### config.mk
export PLATFORM = sky130hd
export DESIGN_NAME = hsv_to_rgb_converter
export DESIGN_NICKNAME = d
export VERILOG_FILES = /design/src/rtl/core/hsv2rgb_pkg.sv /design/src/rtl/core/hsv2rgb_sector.sv /design/src/rtl/core/hsv2rgb_factor.sv /design/src/rtl/core/hsv2rgb_level.sv /design/src/rtl/core/hsv_to_rgb_converter.sv
export SDC_FILE = /design/constraint.sdc
export NUM_CORES = 2
export LEC_CHECK = 0
export ABC_AREA = 1
export BUFFER_PORTS_ARGS = -buffer_cell sky130_fd_sc_hd__buf_4
export CAP_MARGIN = 20
export CORE_MARGIN = 1.5
export CORE_UTILIZATION = 68
export CTS_CLUSTER_DIAMETER = 150
export CTS_CLUSTER_SIZE = 25
export DETAILED_ROUTE_END_ITERATION = 10
export GPL_ROUTABILITY_DRIVEN = 0
export GPL_TIMING_DRIVEN = 0
export PLACE_DENSITY = 0.85
export SKIP_LAST_GASP = 1
export SYNTH_ARGS = -nofsm -noshare
export SYNTH_HDL_FRONTEND = slang
export SYNTH_HIERARCHICAL = 1
export SYNTH_SLANG_ARGS = --single-unit
### constraint.sdc
create_clock -name clk_i -period 7 [get_ports clk_i]
set_input_delay 1.4 -clock clk_i [delete_from_list [all_inputs] [get_ports clk_i]]
set_output_delay 1.4 -clock clk_i [all_outputs]
set_load 0.02 [all_outputs]
### src/rtl/core/hsv2rgb_pkg.sv
// shared types and constants of the hsv to rgb converter
// no dependencies; imported by every module of the block
`default_nettype none

package hsv2rgb_pkg;

  // input ranges
  localparam int unsigned HueMax     = 3600;
  localparam int unsigned PctMax     = 100;
  localparam int unsigned SectorSpan = 600;

  // level factor full scale (x of the v level)
  localparam int unsigned FullScale  = 60000;

  // level = floor((17*v*x + 200000) / 400000), with 400000 = 128 * 3125
  localparam int unsigned LevelMul   = 17;
  localparam int unsigned LevelBias  = 200000;
  localparam int unsigned DivShift   = 7;
  // exact reciprocal of 3125 for 20-bit dividends: ceil(2^32 / 3125)
  localparam int unsigned RecipMul   = 1374390;
  localparam int unsigned RecipShift = 32;

  localparam int unsigned HueW    = 12;
  localparam int unsigned PctW    = 7;
  localparam int unsigned RemW    = 10;
  localparam int unsigned FactorW = 16;
  localparam int unsigned VMulW   = 11;
  localparam int unsigned NumW    = 27;
  localparam int unsigned QuotW   = NumW - DivShift;
  localparam int unsigned RecipW  = 21;
  localparam int unsigned ChanW   = 8;

  typedef enum logic [2:0] {
    SEC_RED_YEL = 3'd0,
    SEC_YEL_GRN = 3'd1,
    SEC_GRN_CYN = 3'd2,
    SEC_CYN_BLU = 3'd3,
    SEC_BLU_MAG = 3'd4,
    SEC_MAG_RED = 3'd5
  } sector_e;

  typedef logic [FactorW-1:0] factor_t;
  typedef logic [ChanW-1:0]   chan_t;

  // load enables of the two level stages
  typedef struct packed {
    logic prod;
    logic quot;
  } lvl_en_t;

endpackage

`default_nettype wire

### src/rtl/core/hsv2rgb_sector.sv
// first stage: clamps the inputs and splits the hue into sector and remainder
// depends on hsv2rgb_pkg
`default_nettype none

module hsv2rgb_sector
  import hsv2rgb_pkg::*;
(
  input  wire logic            clk_i,
  input  wire logic            en_i,
  input  wire logic [HueW-1:0] hue_i,
  input  wire logic [PctW-1:0] sat_i,
  input  wire logic [PctW-1:0] val_i,
  output sector_e              sector_o,
  output logic [RemW-1:0]      rem_o,
  output logic [PctW-1:0]      sat_o,
  output logic [PctW-1:0]      val_o
);

  sector_e         sector_d, sector_q;
  logic [HueW-1:0] rem_full;
  logic [PctW-1:0] sat_d, sat_q, val_d, val_q;

  always_comb begin
    sat_d = (sat_i > PctW'(PctMax)) ? PctW'(PctMax) : sat_i;
    val_d = (val_i > PctW'(PctMax)) ? PctW'(PctMax) : val_i;
    // full circle and above fold onto the red side
    if (hue_i >= HueW'(HueMax)) begin
      sector_d = SEC_RED_YEL;
      rem_full = '0;
    end else if (hue_i >= HueW'(5 * SectorSpan)) begin
      sector_d = SEC_MAG_RED;
      rem_full = hue_i - HueW'(5 * SectorSpan);
    end else if (hue_i >= HueW'(4 * SectorSpan)) begin
      sector_d = SEC_BLU_MAG;
      rem_full = hue_i - HueW'(4 * SectorSpan);
    end else if (hue_i >= HueW'(3 * SectorSpan)) begin
      sector_d = SEC_CYN_BLU;
      rem_full = hue_i - HueW'(3 * SectorSpan);
    end else if (hue_i >= HueW'(2 * SectorSpan)) begin
      sector_d = SEC_GRN_CYN;
      rem_full = hue_i - HueW'(2 * SectorSpan);
    end else if (hue_i >= HueW'(SectorSpan)) begin
      sector_d = SEC_YEL_GRN;
      rem_full = hue_i - HueW'(SectorSpan);
    end else begin
      sector_d = SEC_RED_YEL;
      rem_full = hue_i;
    end
  end

  logic [RemW-1:0] rem_q;

  always_ff @(posedge clk_i) begin
    if (en_i) begin
      sector_q <= sector_d;
      rem_q    <= rem_full[RemW-1:0];
      sat_q    <= sat_d;
      val_q    <= val_d;
    end
  end

  assign sector_o = sector_q;
  assign rem_o    = rem_q;
  assign sat_o    = sat_q;
  assign val_o    = val_q;

endmodule

`default_nettype wire

### src/rtl/core/hsv2rgb_factor.sv
// second stage: level factors of p, q and t and the scaled value
// depends on hsv2rgb_pkg
`default_nettype none

module hsv2rgb_factor
  import hsv2rgb_pkg::*;
(
  input  wire logic            clk_i,
  input  wire logic            en_i,
  input  wire logic [RemW-1:0] rem_i,
  input  wire logic [PctW-1:0] sat_i,
  input  wire logic [PctW-1:0] val_i,
  output factor_t              x_p_o,
  output factor_t              x_q_o,
  output factor_t              x_t_o,
  output logic [VMulW-1:0]     v_mul_o
);

  localparam int unsigned ProdW = PctW + RemW;

  logic [ProdW-1:0] y_p, y_q, y_t;
  logic [RemW-1:0]  rem_inv;
  factor_t          x_p_q, x_q_q, x_t_q;
  logic [VMulW-1:0] v_mul_q;

  always_comb begin
    rem_inv = RemW'(SectorSpan) - rem_i;
    y_p     = ProdW'(sat_i) * ProdW'(SectorSpan);
    y_q     = ProdW'(sat_i) * ProdW'(rem_i);
    y_t     = ProdW'(sat_i) * ProdW'(rem_inv);
  end

  always_ff @(posedge clk_i) begin
    if (en_i) begin
      x_p_q   <= FactorW'(FullScale) - y_p[FactorW-1:0];
      x_q_q   <= FactorW'(FullScale) - y_q[FactorW-1:0];
      x_t_q   <= FactorW'(FullScale) - y_t[FactorW-1:0];
      v_mul_q <= VMulW'(val_i) * VMulW'(LevelMul);
    end
  end

  assign x_p_o   = x_p_q;
  assign x_q_o   = x_q_q;
  assign x_t_o   = x_t_q;
  assign v_mul_o = v_mul_q;

endmodule

`default_nettype wire

### src/rtl/core/hsv2rgb_level.sv
// third and fourth stages of one level: product with bias, then rounded quotient
// depends on hsv2rgb_pkg
`default_nettype none

module hsv2rgb_level
  import hsv2rgb_pkg::*;
(
  input  wire logic             clk_i,
  input  wire lvl_en_t          en_i,
  input  wire logic [VMulW-1:0] v_mul_i,
  input  wire factor_t          x_i,
  output chan_t                 level_o
);

  localparam int unsigned RProdW = QuotW + RecipW;

  logic [NumW-1:0]   num_q;
  logic [QuotW-1:0]  dividend;
  logic [RProdW-1:0] rprod;
  chan_t             level_q;

  // num < 2^27, so num >> 7 fits the 20 bits the reciprocal is exact for
  assign dividend = num_q[NumW-1:DivShift];
  assign rprod    = RProdW'(dividend) * RProdW'(RecipMul);

  always_ff @(posedge clk_i) begin
    if (en_i.prod) begin
      num_q <= NumW'(v_mul_i) * NumW'(x_i) + NumW'(LevelBias);
    end
    if (en_i.quot) begin
      level_q <= rprod[RecipShift +: ChanW];
    end
  end

  assign level_o = level_q;

endmodule

`default_nettype wire

### src/rtl/core/hsv_to_rgb_converter.sv
// top level of the hsv to rgb converter: stall control and channel select
// depends on hsv2rgb_pkg, hsv2rgb_sector, hsv2rgb_factor, hsv2rgb_level
`default_nettype none

// hsv to rgb converter, five register stages
//
// input channel: hue_i (tenths of a degree), saturation_i and brightness_i
// (percent) with in_valid_i / in_ready_o; out-of-range values clamp to 3600
// and 100. output channel: red_o, green_o, blue_o with out_valid_o /
// out_ready_i. an item moves on each edge where valid and ready are high.
//
// the five-stage pipeline (clamp and sector split, level factors, level
// product, reciprocal quotient, channel select) takes one item per cycle
// while the receiver does not stall.
//
// reset clears every stage valid bit; data registers are not reset. when the
// receiver stalls, the output stage holds its item and the hold walks back
// stage by stage; empty stages keep loading, so bubbles are squeezed out and
// in_ready_o drops only once all five stages are full.

module hsv_to_rgb_converter
  import hsv2rgb_pkg::*;
(
  input  wire logic            clk_i,
  input  wire logic            rst_ni,
  input  wire logic [HueW-1:0] hue_i,
  input  wire logic [PctW-1:0] saturation_i,
  input  wire logic [PctW-1:0] brightness_i,
  input  wire logic            in_valid_i,
  output logic                 in_ready_o,
  output logic [ChanW-1:0]     red_o,
  output logic [ChanW-1:0]     green_o,
  output logic [ChanW-1:0]     blue_o,
  output logic                 out_valid_o,
  input  wire logic            out_ready_i
);

  localparam int unsigned NumStages = 5;

  // stage valid bits and load enables, index 0 is the first stage
  logic [NumStages-1:0] vld_q, vld_d, en;

  always_comb begin
    en[NumStages-1] = ~vld_q[NumStages-1] | out_ready_i;
    for (int k = NumStages - 2; k >= 0; k--) begin
      en[k] = ~vld_q[k] | en[k+1];
    end
    vld_d = vld_q;
    if (en[0]) begin
      vld_d[0] = in_valid_i;
    end
    for (int k = 1; k < NumStages; k++) begin
      if (en[k]) begin
        vld_d[k] = vld_q[k-1];
      end
    end
  end

  always_ff @(posedge clk_i or negedge rst_ni) begin
    if (!rst_ni) begin
      vld_q <= '0;
    end else begin
      vld_q <= vld_d;
    end
  end

  assign in_ready_o  = en[0];
  assign out_valid_o = vld_q[NumStages-1];

  // stage 1: clamp and sector split
  sector_e         sec_s1;
  logic [RemW-1:0] rem_s1;
  logic [PctW-1:0] sat_s1, val_s1;

  hsv2rgb_sector u_sector (
    .clk_i    (clk_i),
    .en_i     (en[0]),
    .hue_i    (hue_i),
    .sat_i    (saturation_i),
    .val_i    (brightness_i),
    .sector_o (sec_s1),
    .rem_o    (rem_s1),
    .sat_o    (sat_s1),
    .val_o    (val_s1)
  );

  // stage 2: factors of p, q, t and 17*v
  factor_t          x_p_s2, x_q_s2, x_t_s2;
  logic [VMulW-1:0] v_mul_s2;

  hsv2rgb_factor u_factor (
    .clk_i   (clk_i),
    .en_i    (en[1]),
    .rem_i   (rem_s1),
    .sat_i   (sat_s1),
    .val_i   (val_s1),
    .x_p_o   (x_p_s2),
    .x_q_o   (x_q_s2),
    .x_t_o   (x_t_s2),
    .v_mul_o (v_mul_s2)
  );

  // stages 3 and 4: the four levels, v uses the full-scale factor
  lvl_en_t lvl_en;
  chan_t   lv_s4, lp_s4, lq_s4, lt_s4;

  assign lvl_en.prod = en[2];
  assign lvl_en.quot = en[3];

  hsv2rgb_level u_level_v (
    .clk_i   (clk_i),
    .en_i    (lvl_en),
    .v_mul_i (v_mul_s2),
    .x_i     (FactorW'(FullScale)),
    .level_o (lv_s4)
  );

  hsv2rgb_level u_level_p (
    .clk_i   (clk_i),
    .en_i    (lvl_en),
    .v_mul_i (v_mul_s2),
    .x_i     (x_p_s2),
    .level_o (lp_s4)
  );

  hsv2rgb_level u_level_q (
    .clk_i   (clk_i),
    .en_i    (lvl_en),
    .v_mul_i (v_mul_s2),
    .x_i     (x_q_s2),
    .level_o (lq_s4)
  );

  hsv2rgb_level u_level_t (
    .clk_i   (clk_i),
    .en_i    (lvl_en),
    .v_mul_i (v_mul_s2),
    .x_i     (x_t_s2),
    .level_o (lt_s4)
  );

  // sector rides along with the levels
  sector_e sec_s2_q, sec_s3_q, sec_s4_q;

  always_ff @(posedge clk_i) begin
    if (en[1]) begin
      sec_s2_q <= sec_s1;
    end
    if (en[2]) begin
      sec_s3_q <= sec_s2_q;
    end
    if (en[3]) begin
      sec_s4_q <= sec_s3_q;
    end
  end

  // stage 5: pick v, p, q or t for each channel
  chan_t red_d, green_d, blue_d, red_q, green_q, blue_q;

  always_comb begin
    case (sec_s4_q)
      SEC_RED_YEL: begin
        red_d = lv_s4; green_d = lt_s4; blue_d = lp_s4;
      end
      SEC_YEL_GRN: begin
        red_d = lq_s4; green_d = lv_s4; blue_d = lp_s4;
      end
      SEC_GRN_CYN: begin
        red_d = lp_s4; green_d = lv_s4; blue_d = lt_s4;
      end
      SEC_CYN_BLU: begin
        red_d = lp_s4; green_d = lq_s4; blue_d = lv_s4;
      end
      SEC_BLU_MAG: begin
        red_d = lt_s4; green_d = lp_s4; blue_d = lv_s4;
      end
      default: begin
        red_d = lv_s4; green_d = lp_s4; blue_d = lq_s4;
      end
    endcase
  end

  always_ff @(posedge clk_i) begin
    if (en[4]) begin
      red_q   <= red_d;
      green_q <= green_d;
      blue_q  <= blue_d;
    end
  end

  assign red_o   = red_q;
  assign green_o = green_q;
  assign blue_o  = blue_q;

  // back-pressure only once every stage holds an item
  a_ready_full : assert property (@(posedge clk_i) disable iff (!rst_ni)
    !in_ready_o |-> (&vld_q))
    else $error("input stalled with an empty stage");

  // an accepted item lands in the first stage
  a_accept_lands : assert property (@(posedge clk_i) disable iff (!rst_ni)
    (in_valid_i && in_ready_o) |=> vld_q[0])
    else $error("accepted item missing from first stage");

  // a held stage four keeps its item
  a_hold_s4 : assert property (@(posedge clk_i) disable iff (!rst_ni)
    (vld_q[3] && !en[3]) |=> vld_q[3])
    else $error("stalled item dropped from stage four");

  // an empty output stage never blocks the input
  a_empty_out_ready : assert property (@(posedge clk_i) disable iff (!rst_ni)
    !out_valid_o |-> in_ready_o)
    else $error("input stalled while output stage empty");

endmodule

`default_nettype wire

# Yosys cells after proc, flatten, opt, wreduce, memory -nomap -nowiden
# Index checks and enable logic that the tools add are counted.
[totals]
out_inout_bits = 26
in_bits = 30
word_cells = 94
ff_bits = 264
[classes]
magnitude_cmp = 8
n_eq_ne = 4
reduce_logical = 6
muxes = 13
n_addsub = 13
n_bitwise = 10
mul = 12
[op_table]
columns = ["operator", "count"]
rows = [
  ["multiplier 20 x 20 -> 39 bit (second input constant)", 4],
  ["adder 27 x 18 -> 27 bit (second input constant)", 4],
  ["multiplier 11 x 16 -> 27 bit", 3],
  ["case mux 8 bit (3 select lines)", 3],
  ["two-way mux 10 bit", 5],
  ["subtractor 16 bit (first input constant)", 3],
  [">= comparator 12 bit (second input constant)", 3],
  ["multiplier 7 x 10 -> 16 bit", 2],
  ["subtractor 10 bit (second input constant)", 3],
  [">= comparator 12 x 11 -> 1 bit (second input constant)", 2],
  ["multiplier 11 x 11 -> 22 bit (second input constant)", 1],
  ["greater-than comparator 7 bit (second input constant)", 2],
  ["multiplier 7 x 7 -> 13 bit (second input constant)", 1],
  [">= comparator 12 x 10 -> 1 bit (second input constant)", 1],
  ["two-way mux 3 bit", 4],
  ["multiplier 7 x 5 -> 11 bit (second input constant)", 1],
  ["subtractor 10 bit (first input constant)", 1],
  ["subtractor 10 x 8 -> 10 bit (second input constant)", 1],
  ["subtractor 10 x 9 -> 10 bit (second input constant)", 1],
  ["OR reduction 2 bit", 4],
  ["== test 3 x 2 -> 1 bit (second input constant)", 2],
  ["inverter 1 bit", 5],
  ["OR 1 bit", 5],
  ["== test 3 x 1 -> 1 bit (second input constant)", 1],
  ["other kinds (4)", 4],
]

# Longest topological paths before layout
[depth]
depth_word = 6
depth_mapped = 28
ltp_nobuf = 27

# Cells and area by module
# The synthesis kept the hierarchy.
[by_module_without_submodules]
columns = ["mod", "cells_each", "n_inst", "seq_area_each_um2", "area_per_inst_um2"]
rows = [
  ["hsv2rgb_level at u_level_t", 1970, 1, 840.8, 15745.1],
  ["hsv2rgb_level at u_level_p", 1951, 1, 840.8, 15653.8],
  ["hsv2rgb_level at u_level_v", 1951, 1, 840.8, 15648.8],
  ["hsv2rgb_level at u_level_q", 1948, 1, 840.8, 15636.2],
  ["hsv2rgb_factor", 990, 1, 1651.6, 8201.6],
  ["hsv2rgb_sector", 266, 1, 810.8, 2169.6],
  ["hsv_to_rgb_converter", 258, 1, 1116.1, 2087.0],
]

# Worst setup path before layout
# No wires, ideal clock.
[synth_path]
kind = "register to register"
start = "reg u_level_p.num_q[10]"
end = "reg u_level_p.level_q[7] (netlist: u_level_p/level_o[7]), data pin"
path_stages_with_launch = 22
slack_ps = 1737
period_less_slack_ps = 5263
arrival_time_ps = 5011
setup_ps = 252
n_path_buf = 0
required_ps = 6748
path_cell_list = "edfxtp_1 > inv_1 > fa_1 > inv_1 > ha_1 > fa_1 > fa_1 > fa_1 > fa_1 > inv_1 > fa_1 > inv_1 > ha_1 > nand2_1 > nor2_1 > nand2_1 > nor2_1 > nand3_1 > nand3_1 > nand2_1 > nand3_1 > nand2_1"
[synth_via]
elab_chain_len = 1
[synth_rtl]
columns = ["item", "line", "source"]
rows = [
  ["from (decl)", "hsv2rgb_level.sv:17", "logic [NumW-1:0] num_q;"],
  ["from (signal assigned)", "hsv2rgb_level.sv:28", "num_q <= NumW'(v_mul_i) * NumW'(x_i) + NumW'(LevelBias);"],
  ["multiplier 20 x 20 -> 39 bit", "hsv2rgb_level.sv:24", "assign rprod = RProdW'(dividend) * RProdW'(RecipMul);"],
  ["named net u_level_p.rprod[39]", "hsv2rgb_level.sv:19", "logic [RProdW-1:0] rprod;"],
  ["to (signal assigned)", "hsv2rgb_level.sv:31", "level_q <= rprod[RecipShift +: ChanW];"],
  ["to (decl)", "hsv2rgb_level.sv:20", "chan_t level_q;"],
]
# The timed path passes the listed nets, and every way through them passes these cells.
# A chain may end at the register's enable or synchronous reset.

# Final worst setup path
[layout_path]
start = "reg u_factor.v_mul_q[2] (netlist: u_factor/v_mul_o[2])"
end = "reg u_level_q.num_q[26], data pin"
[layout_via]
elab_chain_len = 2
[layout_rtl]
columns = ["item", "line", "source"]
rows = [
  ["from (decl)", "hsv2rgb_factor.sv:24", "logic [VMulW-1:0] v_mul_q;"],
  ["from (signal assigned)", "hsv2rgb_factor.sv:38", "v_mul_q <= VMulW'(val_i) * VMulW'(LevelMul);"],
  ["multiplier 11 x 16 -> 27 bit", "hsv2rgb_level.sv:28", ""],
  ["adder 27 x 18 -> 27 bit", "hsv2rgb_level.sv:28", ""],
  ["to (signal assigned)", "hsv2rgb_level.sv:28", ""],
  ["to (decl)", "hsv2rgb_level.sv:17", ""],
]
# Every way passes these cells.

==> results_dict.tcl <==
set metrics [dict create \
    ioPinCount 56 \
    antenna_found_initial 1 \
    fin_tns_setup_ns 0 \
    period_share_pct 88.1 \
    stdcell_area_um2 78200 \
    slowest_stage "edfxtp_1" \
    critPathRequiredTime_ns 7.35 \
    synth_top_area_cell "fa_1" \
    routed_wirelength_um 180000 \
    htreeDepth 1 \
    drive_gt1_share_pct 2.55 \
    dr_total_vias 59700 \
    grt_pass1_vias 63800 \
    coreArea_um2 109000 \
    cpPeakStageDelay_ns 0.93 \
    rows 121 \
    grt_overflow 0 \
    fp.dieH_um 335 \
    ys.flop_type "edfxtp_1" \
    fp.dieW_um 335 \
    synth.avg_cell_area_um2 8.05 \
    hold_buffers 0 \
    fin_nets 12000 \
    cp-start-kind "register" \
    synth_warnings 6 \
    ys_types 61 \
    dp.cells 10900 \
    fin_crit_ns 6.17 \
    io_buffers 52 \
    drc 0 \
    place_area_um2 77600 \
    clock-sinks 232 \
    final_common_cell "inv_1" \
    cts_tree "yes" \
    outcome "complete, no violations" \
    cts-root-buf "clkbuf_16" \
    cp_common_cell "fa_1" \
    synth_area_leaders "fa_1 33%, ha_1 21%, inv_1 14%" \
    synthArstFlopShare_pct 2.16 \
    syn-instance-count 9334 \
    cp.arrival_ns 6.52 \
    end_kind "register" \
    dp_hpwl_um 152000 \
    insertion_delay_ns 0.58 \
    postCtsSetupBuffers 0 \
    cp_max_fo 15 \
    rsz0062_at_grt "no" \
    viasPerCell 5.47 \
    max_clock_freq_mhz 162 \
    drtIter0Drc 4978 \
    crit_chain "buf_16, clkbuf_1, nand2_1, fa_1, inv_1, fa_1, fa_1, inv_1, fa_1, fa_1, inv_1, ha_1, a21oi_1, inv_1, nor2_1, nand2_1, nand3_1, nand3_1, nand2_1, nand2_1" \
    clockBufferDepth 3 \
    ant_nets 0 \
    clock-skew-final_ns 0.0335 \
    start_util_pct 68.8 \
    ctsResizeCount 0 \
    avgRoutedWirePerCell_um 16.4 \
    slew-limit-headroom_pct 37.5 \
    grt_use_total_pct 33.1 \
    hold_violations 0 \
    hp-class "register to register" \
    postLayoutCoreUtil_pct 71.6 \
    cts_made_buffers 16 \
    setup_viol 0 \
    stdcell_count 10900 \
    synthToLayoutAreaGrowth_pct 4.08 \
    yosysSeqAreaShare_pct 9.24 \
    maxSlewViolCount 0 \
    synth_edf_count 227 \
    grt_pass1_wl_um 302000 \
    netlist_area_um2 75100 \
    crit_type "register to register" \
    worst_slew_pin_slew_ns 0.938 \
    ys_ff_latch 232 \
    layout_common_cells "2740 x inv_1, 2160 x nand2_1, 1282 x ha_1, 1234 x fa_1, 419 x nor2_1" \
    cap_viol_max_count 0 \
    dieArea_um2 113000 \
    first_pass_iters 10 \
    clk_pin_slew_worst_paths_ns 0.12 \
    grt_max_degree 44 \
    yosys.area.top_type_share_pct 32.9 \
]
## layout make-up
class                   instances  area (um2)
inverters                    2763       10400
clock buffers                  19         433
multi-input cells            6183       57100
flip-flops and latches        232        6940
repair buffers                 58         533
well taps                    1476        1850
clock inverters                 8         123
fillers                      7814       30900
diodes                          1        2.50
plain buffers                 186         831
## stage by stage
step           hold slack [ns]  setup slack (ns)
5_1_grt                  0.464             0.596
3_3_place_gp             0.407             0.200
3_5_place_dp             0.413             0.844
4_1_cts                  0.440             0.841
6_report                 0.437             0.832
2_1_floorplan            0.400              1.74
## Yosys cell counts, drive strengths merged (31+ instances only)
cell	count
nand4	72
clkbuf	158
o21ai	81
xnor2	46
xor2	87
edfxtp	227
nor3	45
nor2	450
inv	2761
nand2	2184
a21oi	267
ha	1282
fa	1234
o21bai	32
nand3	268
o21a	31
## path summary, 6_finish.rpt
kind / startpoint / endpoint / slack, ns / depth (start not counted)
hold / removal: sec_s2_q[2]$_DFFE_PP_ / sec_s3_q[2]$_DFFE_PP_ / 0.44 / 0
min in group asynchronous: rst_ni / vld_q[1]$_DFFE_PN0P_ / 0.62 / 1
setup reg to reg: u_factor/v_mul_o[2]$_DFFE_PP_ / u_level_q/num_q[26]$_DFFE_PP_ / 0.83 / 20
hold reg to reg: sec_s2_q[2]$_DFFE_PP_ / sec_s3_q[2]$_DFFE_PP_ / 0.44 / 0
max in group asynchronous: rst_ni / vld_q[4]$_DFFE_PN0P_ / 6.23 / 1
setup / recovery: u_factor/v_mul_o[2]$_DFFE_PP_ / u_level_q/num_q[26]$_DFFE_PP_ / 0.83 / 20
## worst max-delay path, delay by kind of cell (launching register included)
family,cells,cell delay (ns)
fa+ha+maj,6,2.93
buf+inv,6,1.00
flops,1,0.93
simple gates,7,0.89
compound gates,1,0.19
## cell families (layout without fill, tap and decap cells)
family | count (synthesis) | count (layout) | synth area share, %
adders and majority gates | 2516 | 2516 | 54.2
other | 3 | 34 | 0.0150
buffers and inverters | 2949 | 3034 | 14.9
and+or+nand+nor | 3048 | 3048 | 16.6
AOI/OAI and AO/OA | 453 | 453 | 3.43
DFF | 232 | 232 | 9.24
xor gates and xnor gates | 133 | 133 | 1.58
## flip-flops by register name, summed over array words and instances (netlist names), 5 cells and up
signal             flops
u_level_p/num_q       20
u_sector/sat_o         7
green_o                8
u_level_p/level_o      8
u_level_t/level_o      8
u_level_v/num_q       20
u_factor/x_p_o        13
u_level_q/num_q       20
u_level_q/level_o      8
u_sector/val_o         7
u_sector/rem_o        10
u_factor/v_mul_o      11
red_o                  8
vld_q                  5
u_level_t/num_q       20
u_factor/x_q_o        16
blue_o                 8
u_factor/x_t_o        15
u_level_v/level_o      8
## layer usage
metal | up-vias | GRT usage (%) | wire, um
met5 | - | 0 | 16
met4 | 2 | 12.6 | 7500
met3 | 604 | 4.85 | 14600
met2 | 2819 | 57.2 | 86300
met1 | 28500 | 42.1 | 71200
li1 | 27800 | - | -
Power is not shown: default switching activity piles up to over one toggle a cycle in this logic, so the estimate is an artifact.
